[src/jsi_pkg.sv]
`default_nettype none

package jsi_pkg;

  // Widest word the datapath is built for; lanes at and above LANES stay zero
  localparam int MAX_LANES = 8;
  localparam int LANE_W    = 3;

  // Word queue between the scanner and the result emitter (power of two)
  localparam int FIFO_DEPTH = 4;
  localparam int PTR_W      = 2;
  localparam int COUNT_W    = 3;

  // Character codes
  localparam logic [7:0] CH_QUOTE     = 8'h22;
  localparam logic [7:0] CH_BACKSLASH = 8'h5C;
  localparam logic [7:0] CH_LBRACE    = 8'h7B;
  localparam logic [7:0] CH_RBRACE    = 8'h7D;
  localparam logic [7:0] CH_LBRACKET  = 8'h5B;
  localparam logic [7:0] CH_RBRACKET  = 8'h5D;
  localparam logic [7:0] CH_COLON     = 8'h3A;
  localparam logic [7:0] CH_COMMA     = 8'h2C;

  // Odd lane pattern for the backslash run scheme
  localparam logic [63:0] ODD_LANES = 64'hAAAAAAAAAAAAAAAA;

  // Per-word scan summary
  typedef struct packed {
    logic [MAX_LANES-1:0] hits;   // structural chars outside strings
    logic [MAX_LANES-1:0] smask;  // in-string mask
  } jsi_word_t;

  function automatic logic is_structural(input logic [7:0] c);
    return (c == CH_LBRACE) || (c == CH_RBRACE) || (c == CH_LBRACKET) ||
           (c == CH_RBRACKET) || (c == CH_COLON) || (c == CH_COMMA);
  endfunction

endpackage

`default_nettype wire

[src/jsi_scan.sv]
`default_nettype none

module jsi_scan
  import jsi_pkg::*;
#(
  parameter int LANES         = 8,
  parameter int POSITION_BITS = 32
) (
  input  wire logic                     clk,
  input  wire logic                     rst,
  input  wire logic [63:0]              data_word,
  input  wire logic                     restart,
  input  wire logic                     accept,
  output jsi_word_t                     word_rec,
  output logic      [POSITION_BITS-1:0] word_base
);

  logic                     escape_carry;
  logic                     string_carry;
  logic [POSITION_BITS-1:0] byte_position;

  logic                     esc_in;
  logic                     str_in;
  logic [POSITION_BITS-1:0] pos_in;

  logic [LANES-1:0] quotes;
  logic [LANES-1:0] slashes;
  logic [LANES-1:0] structs;
  logic [LANES-1:0] odd;
  logic [LANES-1:0] potential;
  logic [LANES-1:0] code;
  logic [LANES-1:0] escaped;
  logic [LANES-1:0] escape;
  logic [LANES-1:0] unesc;
  logic [LANES-1:0] parity;
  logic [LANES-1:0] strm;
  logic [LANES-1:0] hits;
  logic             acc;

  // Restart drops the carried state for this word
  assign esc_in = restart ? 1'b0 : escape_carry;
  assign str_in = restart ? 1'b0 : string_carry;
  assign pos_in = restart ? '0 : byte_position;

  // Byte classification per lane
  always_comb begin
    for (int k = 0; k < LANES; k++) begin
      quotes[k]  = (data_word[8*k +: 8] == CH_QUOTE);
      slashes[k] = (data_word[8*k +: 8] == CH_BACKSLASH);
      structs[k] = is_structural(data_word[8*k +: 8]);
    end
  end

  // Backslash runs: an odd-length run of backslashes escapes the next byte
  assign odd       = LANES'(ODD_LANES);
  assign potential = slashes & ~LANES'(esc_in);
  assign code      = (((potential << 1) | odd) - potential) ^ odd;
  assign escaped   = code ^ (slashes | LANES'(esc_in));
  assign escape    = code & slashes;
  assign unesc     = quotes & ~escaped;

  // Prefix parity of unescaped quotes gives the string mask
  always_comb begin
    acc = 1'b0;
    for (int k = 0; k < LANES; k++) begin
      acc       = acc ^ unesc[k];
      parity[k] = acc;
    end
  end

  assign strm = parity ^ {LANES{str_in}};
  assign hits = structs & ~strm;

  assign word_rec.hits  = MAX_LANES'(hits);
  assign word_rec.smask = MAX_LANES'(strm);
  assign word_base      = pos_in;

  // Carried state, updated per accepted word
  always_ff @(posedge clk) begin
    if (rst) begin
      escape_carry  <= 1'b0;
      string_carry  <= 1'b0;
      byte_position <= '0;
    end else if (accept) begin
      escape_carry  <= escape[LANES-1];
      string_carry  <= strm[LANES-1];
      byte_position <= pos_in + POSITION_BITS'(LANES);
    end
  end

endmodule

`default_nettype wire

[src/jsi_fifo.sv]
`default_nettype none

module jsi_fifo
  import jsi_pkg::*;
#(
  parameter int POSITION_BITS = 32
) (
  input  wire logic                     clk,
  input  wire logic                     rst,
  input  wire logic                     push,
  input  wire jsi_word_t                push_rec,
  input  wire logic [POSITION_BITS-1:0] push_base,
  input  wire logic                     pop,
  output jsi_word_t                     head_rec,
  output logic      [POSITION_BITS-1:0] head_base,
  output logic                          head_valid,
  output logic                          full
);

  jsi_word_t                recs  [FIFO_DEPTH];
  logic [POSITION_BITS-1:0] bases [FIFO_DEPTH];
  logic [PTR_W-1:0]         wr_ptr;
  logic [PTR_W-1:0]         rd_ptr;
  logic [COUNT_W-1:0]       count;
  logic                     do_push;
  logic                     do_pop;

  assign head_valid = (count != '0);
  assign full       = (count == COUNT_W'(FIFO_DEPTH));
  assign do_push    = push && !full;
  assign do_pop     = pop && head_valid;
  assign head_rec   = recs[rd_ptr];
  assign head_base  = bases[rd_ptr];

  // Storage, no reset
  always_ff @(posedge clk) begin
    if (do_push) begin
      recs[wr_ptr]  <= push_rec;
      bases[wr_ptr] <= push_base;
    end
  end

  // Pointers and fill count
  always_ff @(posedge clk) begin
    if (rst) begin
      wr_ptr <= '0;
      rd_ptr <= '0;
      count  <= '0;
    end else begin
      if (do_push) wr_ptr <= wr_ptr + 1'b1;
      if (do_pop)  rd_ptr <= rd_ptr + 1'b1;
      case ({do_push, do_pop})
        2'b10:   count <= count + 1'b1;
        2'b01:   count <= count - 1'b1;
        default: count <= count;
      endcase
    end
  end

endmodule

`default_nettype wire

[src/jsi_emit.sv]
`default_nettype none

module jsi_emit
  import jsi_pkg::*;
#(
  parameter int POSITION_BITS = 32
) (
  input  wire logic                     clk,
  input  wire logic                     rst,
  input  wire jsi_word_t                head_rec,
  input  wire logic [POSITION_BITS-1:0] head_base,
  input  wire logic                     head_valid,
  output logic                          pop,
  output logic                          out_valid,
  input  wire logic                     out_ready,
  output logic      [31:0]              position,
  output logic                          position_valid,
  output logic      [MAX_LANES-1:0]     string_mask,
  output logic                          last_of_item
);

  logic [MAX_LANES-1:0]     done;
  logic [MAX_LANES-1:0]     remaining;
  logic [MAX_LANES-1:0]     low_bit;
  logic [MAX_LANES-1:0]     rest;
  logic [LANE_W-1:0]        lane;
  logic                     any;
  logic                     last;
  logic                     out_free;
  logic                     fire;
  logic [POSITION_BITS-1:0] pos_sum;

  // Lowest structural lane not yet sent
  assign remaining = head_rec.hits & ~done;
  always_comb begin
    lane = '0;
    for (int k = MAX_LANES - 1; k >= 0; k--) begin
      if (remaining[k]) lane = LANE_W'(k);
    end
  end

  assign low_bit  = MAX_LANES'(1) << lane;
  assign rest     = remaining & ~low_bit;
  assign any      = |remaining;
  assign last     = (rest == '0);
  assign out_free = !out_valid || out_ready;
  assign fire     = head_valid && out_free;
  assign pop      = fire && last;
  assign pos_sum  = head_base + POSITION_BITS'(lane);

  // Sent-lane tracking for the head word
  always_ff @(posedge clk) begin
    if (rst) begin
      done <= '0;
    end else if (fire) begin
      done <= last ? '0 : (done | low_bit);
    end
  end

  // Result register
  always_ff @(posedge clk) begin
    if (rst) begin
      out_valid <= 1'b0;
    end else if (out_free) begin
      out_valid <= head_valid;
    end
  end

  always_ff @(posedge clk) begin
    if (fire) begin
      position       <= any ? 32'(pos_sum) : 32'd0;
      position_valid <= any;
      string_mask    <= head_rec.smask;
      last_of_item   <= last;
    end
  end

endmodule

`default_nettype wire

[src/json_structural_indexer.sv]
`default_nettype none

// JSON structural character indexer.
// Input channel (in_valid/in_ready): one request carries an 8-byte text word,
// earliest byte in bits 7..0, plus restart, which zeroes the escape carry,
// string carry and byte position before that word is scanned.
// Output channel (out_valid/out_ready): one request per structural character
// ({ } [ ] : ,) found outside strings, in byte order, with its absolute
// position, the word's string mask, and last_of_item on the word's final
// request. A word with no structural character yields one request with
// position_valid low.
// A word accepted into the queue is registered there, then in the output
// register when it reaches the head. Input: one word per cycle while in_ready
// is high, into a 4-entry word queue; results leave at one per cycle while
// out_ready is high, so a word with n hits yields max(1, n) results and the
// queue absorbs bursts. in_ready drops only when the queue is full.
// Receiver stall: the output register holds its request; the queue fills and
// then backpressures the input. Reset (rst, synchronous) empties the queue,
// clears the output register and zeroes all carried state.
module json_structural_indexer
  import jsi_pkg::*;
#(
  parameter int LANES         = 8,
  parameter int POSITION_BITS = 32
) (
  input  wire logic        clk,
  input  wire logic        rst,
  input  wire logic        in_valid,
  output logic             in_ready,
  input  wire logic [63:0] data_word,
  input  wire logic        restart,
  output logic             out_valid,
  input  wire logic        out_ready,
  output logic      [31:0] position,
  output logic             position_valid,
  output logic      [7:0]  string_mask,
  output logic             last_of_item
);

  jsi_word_t                scan_rec;
  logic [POSITION_BITS-1:0] scan_base;
  jsi_word_t                head_rec;
  logic [POSITION_BITS-1:0] head_base;
  logic                     head_valid;
  logic                     full;
  logic                     pop;
  logic                     accept;

  assign in_ready = !full;
  assign accept   = in_valid && in_ready;

  jsi_scan #(
    .LANES         (LANES),
    .POSITION_BITS (POSITION_BITS)
  ) u_scan (
    .clk       (clk),
    .rst       (rst),
    .data_word (data_word),
    .restart   (restart),
    .accept    (accept),
    .word_rec  (scan_rec),
    .word_base (scan_base)
  );

  jsi_fifo #(
    .POSITION_BITS (POSITION_BITS)
  ) u_fifo (
    .clk        (clk),
    .rst        (rst),
    .push       (accept),
    .push_rec   (scan_rec),
    .push_base  (scan_base),
    .pop        (pop),
    .head_rec   (head_rec),
    .head_base  (head_base),
    .head_valid (head_valid),
    .full       (full)
  );

  jsi_emit #(
    .POSITION_BITS (POSITION_BITS)
  ) u_emit (
    .clk            (clk),
    .rst            (rst),
    .head_rec       (head_rec),
    .head_base      (head_base),
    .head_valid     (head_valid),
    .pop            (pop),
    .out_valid      (out_valid),
    .out_ready      (out_ready),
    .position       (position),
    .position_valid (position_valid),
    .string_mask    (string_mask),
    .last_of_item   (last_of_item)
  );

endmodule

`default_nettype wire

[config.mk]
export PLATFORM = sky130hd
export DESIGN_NAME = json_structural_indexer
export DESIGN_NICKNAME = d
export VERILOG_FILES = /design/src/jsi_pkg.sv /design/src/jsi_scan.sv /design/src/jsi_fifo.sv /design/src/jsi_emit.sv /design/src/json_structural_indexer.sv
export SDC_FILE = /design/constraint.sdc
export NUM_CORES = 1
export LEC_CHECK = 0
export BUFFER_PORTS_ARGS = -buffer_cell sky130_fd_sc_hd__buf_4
export CORE_ASPECT_RATIO = 0.75
export CORE_MARGIN = 8
export CORE_UTILIZATION = 45
export CTS_CLUSTER_SIZE = 40
export DETAILED_ROUTE_END_ITERATION = 7
export GPL_ROUTABILITY_DRIVEN = 0
export PLACE_DENSITY = 0.7
export RECOVER_POWER = 50
export SYNTH_ARGS = -nofsm -noshare
export SYNTH_HDL_FRONTEND = slang
export SYNTH_SLANG_ARGS = --single-unit
[constraint.sdc]
create_clock -name clk -period 11.72 [get_ports clk]
set_clock_uncertainty 0.2 [all_clocks]
set_input_delay 2.344 -clock clk [delete_from_list [all_inputs] [get_ports clk]]
set_output_delay 2.344 -clock clk [all_outputs]
set_load 0.02 [all_outputs]
==> out/metrics.csv <==
stage,metric,value,unit
power,p_comb_share,15.5,%
routing,via_count,7895,
floorplanning,initial_core_util,45.4,%
logic_synthesis,yosys_warnings,0,
floorplanning,ios,113,
cells_and_area,final_layout_size_suffix_gt1_share,19.4,%
logic_synthesis,synthArstFlopShare,0,%
logic_synthesis,synth_compound_area_share,5.06,%
global_route,grt_pass1_wl,42.2,mm
power,power,2.57,mW
routing,top_layer,met4,
logic_synthesis,ys_ff_latch,286,
placed_design,dp.cells,1435,
power,pwr-share-seq,48.4,%
sta,fin_crit,7.05,ns
global_route,grt_start_max_net_pins,50,
power,swShare,25.8,%
cells_and_area,finalNonFillerCells,1489,
clock_network,h-tree-depth,1,
routing,met1Wirelength,12.6,mm
clock_network,clkSlewWorstSetupHoldPaths,0.06,ns
worst_hold_path,hp-class,flip-flop to flip-flop,
clock_network,cts_setup_buffers,0,
clock_network,cts_tree,built,
routing,drt_iter0_drc,634,
power,ir_worst_vdd,0.108,mV
cells_and_area,final_cell_mix,"edfxtp_1 (234), nor2_1 (95), buf_4 (87)",
critical_path,reg2reg_depth,16,
logic_synthesis,synth_top_family_by_area,simple AND/OR/NAND/NOR gates,
routing,via_per_inst,5.30,
global_route,overflow,0,
critical_path,path_buf_inv,1,
power,p_sw,0.663,mW
logic_synthesis,synth_area,13100,sq um
cells_and_area,layout_commonest_cell,edfxtp_1,
clock_network,cts_resized,0,
routing,wl_per_cell,17.7,um
clock_network,cts_buffers,29,
critical_path,cp_max_fo,26,
critical_path,max_stage_delay,1.52,ns
logic_synthesis,synth-edff-count,234,
critical_path,cp-start-kind,flip-flop,
critical_path,cp.required,11.80,ns
global_route,antenna_found_initial,0,
clock_network,holdBufCountCts,0,
critical_path,worstSetupPathDepth,16,
floorplanning,dieArea,34900,sq um
sta,max_freq,142,MHz
routing,wl_met3,1.72,mm
placed_design,dpl_cell_area,14300,sq um
clock_network,numClockSinks,286,
logic_synthesis,yosys.area_share.adder,1.97,%
critical_path,cp_top_family,buffers and inverters,
power,power.density,169,nW/um^2
clock_network,clockBufferDepth,3,
logic_synthesis,yosys.area_share.simple,16.2,%
critical_path,crit_end,u_emit.position[26]$_SDFFCE_PN0P_,
outcome,failed_checks,"capacitance limit, slew limit",
power,leakagePower,5.09,nW
placed_design,port_buffers,112,
clock_network,clock_latency,0.53,ns
critical_path,path_cells,"clkbuf_1, mux4_1, nand2_1, nand3_1, a21oi_1, o21ai_0, a21boi_0, ha_1, ha_1, a21oi_1, o31ai_4, or3b_1, nor2b_1, nand2_1, xor2_1, nor2_1",
logic_synthesis,yosys.cell_types.count,86,
cells_and_area,fin_area,15200,sq um
floorplanning,chipHeight,164,um
logic_synthesis,synthCells,950,
sta,tightest_slew,2.17,ns
global_route,grt_pass1_vias,7840,
sta,fin_crit_sh,60.1,%
floorplanning,die_w,213,um
critical_path,worstSetupPathType,flip-flop to flip-flop,
cells_and_area,syn2layout_area_growth,15.8,%
floorplanning,core_area,28900,sq um
critical_path,reg2reg_to,u_emit.position[26]$_SDFFCE_PN0P_,
clock_network,cts-root-buf,clkbuf_16,
logic_synthesis,synthFlopType,edfxtp_1,
sta,hold_viol,0,
routing,wirelength,26.3,mm
routing,drcViolationCount,0,
critical_path,r2r_slack,4.67,ns
outcome,run_status,"finished, violations left",
critical_path,cp-end-kind,flip-flop,
sta,finalSetupViolCount,0,
floorplanning,num_rows,54,
logic_synthesis,ys_seq_area_share,61.6,%
logic_synthesis,syn_avg_cell_area,13.8,sq um
critical_path,cp_slowest_cell,clkbuf_1,
logic_synthesis,synthXorXnorAreaFrac,4.04,%
placed_design,dpl.hpwl,17.9,mm
global_route,grtUsageTotal,15.0,%
critical_path,crit_arrival,7.13,ns
logic_synthesis,syn-num-nets,1039,
routing,route.met2.wl,11.6,mm
sta,tns,0,ns
job,maxCapViolCount,7,
power,p_int,1.90,mW
power,p_clk_share,36.1,%
routing,ant_nets,0,
sta,relSlewSlack,-44.4,%
sta,rsz0062_at_grt,no,
sta,final_max_slew_viol_count,230,
routing,first_pass_iters,7,
cells_and_area,antenna_cells,0,
cells_and_area,layout.nets,1163,
logic_synthesis,synthMuxAreaShare,8.81,%
## cells by family (layout without fill, tap and decap cells)
family,Yosys count,after routing
AOI/OAI and AO/OA,98,98
DFF,286,286
and+or+nand+nor,378,378
buffers and inverters,60,207
adders and majority gates,20,20
muxes,51,51
xor gates and xnor gates,57,57
## per-stage QoR
| stage | util (%) | setup WS [ns] | hold WS, ns |
|---|---|---|---|
| after CTS | 53.1 | 6.25 | 0.273 |
| final | 52.6 | 4.67 | 0.269 |
| after floorplan | - | 6.26 | 0.228 |
| after global placement | 49.7 | 5.81 | 0.246 |
| after detailed placement | 49.7 | 5.80 | 0.256 |
| after global routing | 52.6 | 3.90 | 0.303 |
## sequential cells by signal, summed over array words and instances, names as in the netlist, named ones only
signal / cells
u_emit.done: 8
u_emit.last_of_item: 1
u_emit.out_valid: 1
u_emit.position: 32
u_emit.position_valid: 1
u_emit.string_mask: 8
u_fifo.bases: 128
u_fifo.count: 3
u_fifo.rd_ptr: 2
u_fifo.recs: 64
u_fifo.wr_ptr: 2
u_scan.byte_position: 32
u_scan.escape_carry: 1
u_scan.string_carry: 1
## synthesized netlist by cell type (4+ instances only)
master / n / area (sq um)
nor3_1: 10 / 50.1
xnor2_1: 31 / 272
ha_1: 19 / 238
o21ai_0: 18 / 90.1
or3_1: 12 / 75.1
nor4b_2: 4 / 60.1
xor2_1: 23 / 201
edfxtp_1: 234 / 7030
nor4b_1: 11 / 96.3
dfxtp_1: 52 / 1040
mux4_2: 37 / 833
a21oi_1: 38 / 190
nand4_1: 7 / 43.8
and3_1: 12 / 75.1
and2_1: 9 / 56.3
nor2_1: 95 / 357
nor2b_1: 39 / 244
nand2_1: 80 / 300
and3b_1: 4 / 35.0
clkbuf_1: 15 / 56.3
nand2b_1: 22 / 138
inv_1: 29 / 109
o21ai_1: 6 / 30.0
nand3_1: 25 / 125
nor4_1: 4 / 25.0
a31oi_1: 6 / 37.5
mux4_1: 11 / 289
nor3b_1: 4 / 30.0
## layer usage
layer | up-vias | global-route usage, %
met3 | 31 | 2.59
met5 | - | 0
met4 | 0 | 2.94
met1 | 3824 | 22.0
li1 | 3801 | -
met2 | 239 | 23.4
## how the worst min path moves through the flow
| stage | slack (ns) | endpoint | from | cells past startpoint |
|---|---|---|---|---|
| finish | 0.27 | u_emit.done[7]$_SDFFE_PP0P_ | u_emit.done[7]$_SDFFE_PP0P_ | 2 |
| global route | 0.30 | u_scan.byte_position[4]$_SDFFE_PP0P_ | u_scan.byte_position[4]$_SDFFE_PP0P_ | 2 |
| CTS | 0.27 | u_emit.done[0]$_SDFFE_PP0P_ | u_emit.done[0]$_SDFFE_PP0P_ | 2 |
| detailed placement | 0.26 | u_emit.done[0]$_SDFFE_PP0P_ | u_emit.done[0]$_SDFFE_PP0P_ | 2 |
| global placement | 0.25 | u_emit.done[1]$_SDFFE_PP0P_ | u_emit.done[1]$_SDFFE_PP0P_ | 2 |
| floorplan | 0.23 | u_emit.done[1]$_SDFFE_PP0P_ | u_emit.done[1]$_SDFFE_PP0P_ | 2 |
## worst register-to-register path, stage by stage (launching register included)
cell and delay, ns:
dfxtp_1 1.49, clkbuf_1 1.53, mux4_1 0.80, nand2_1 0.13
nand3_1 0.08, a21oi_1 0.16, o21ai_0 0.14, a21boi_0 0.49
ha_1 0.31, ha_1 0.18, a21oi_1 0.10, o31ai_4 0.10
or3b_1 0.57, nor2b_1 0.24, nand2_1 0.09, xor2_1 0.13
nor2_1 0.05
## final cells by class
| class | instances | area (sq um) |
|---|---|---|
| inverters | 31 | 116 |
| fillers | 2428 | 13700 |
| clock inverters | 17 | 185 |
| repair buffers | 122 | 792 |
| flip-flops and latches | 286 | 8070 |
| clock buffers | 37 | 797 |
| well taps | 392 | 490 |
| multi-input cells | 604 | 4710 |
## power groups by stage
stage,Combinational (mW),Clock (mW),Sequential (mW)
global route,0.434,0.983,1.25
floorplan,0.215,0,1.31
CTS,0.428,0.945,1.24
finish,0.398,0.928,1.24
detailed placement,0.426,0,1.26
global placement,0.421,0,1.26
No activity file was read; power rests on OpenSTA's default activity.
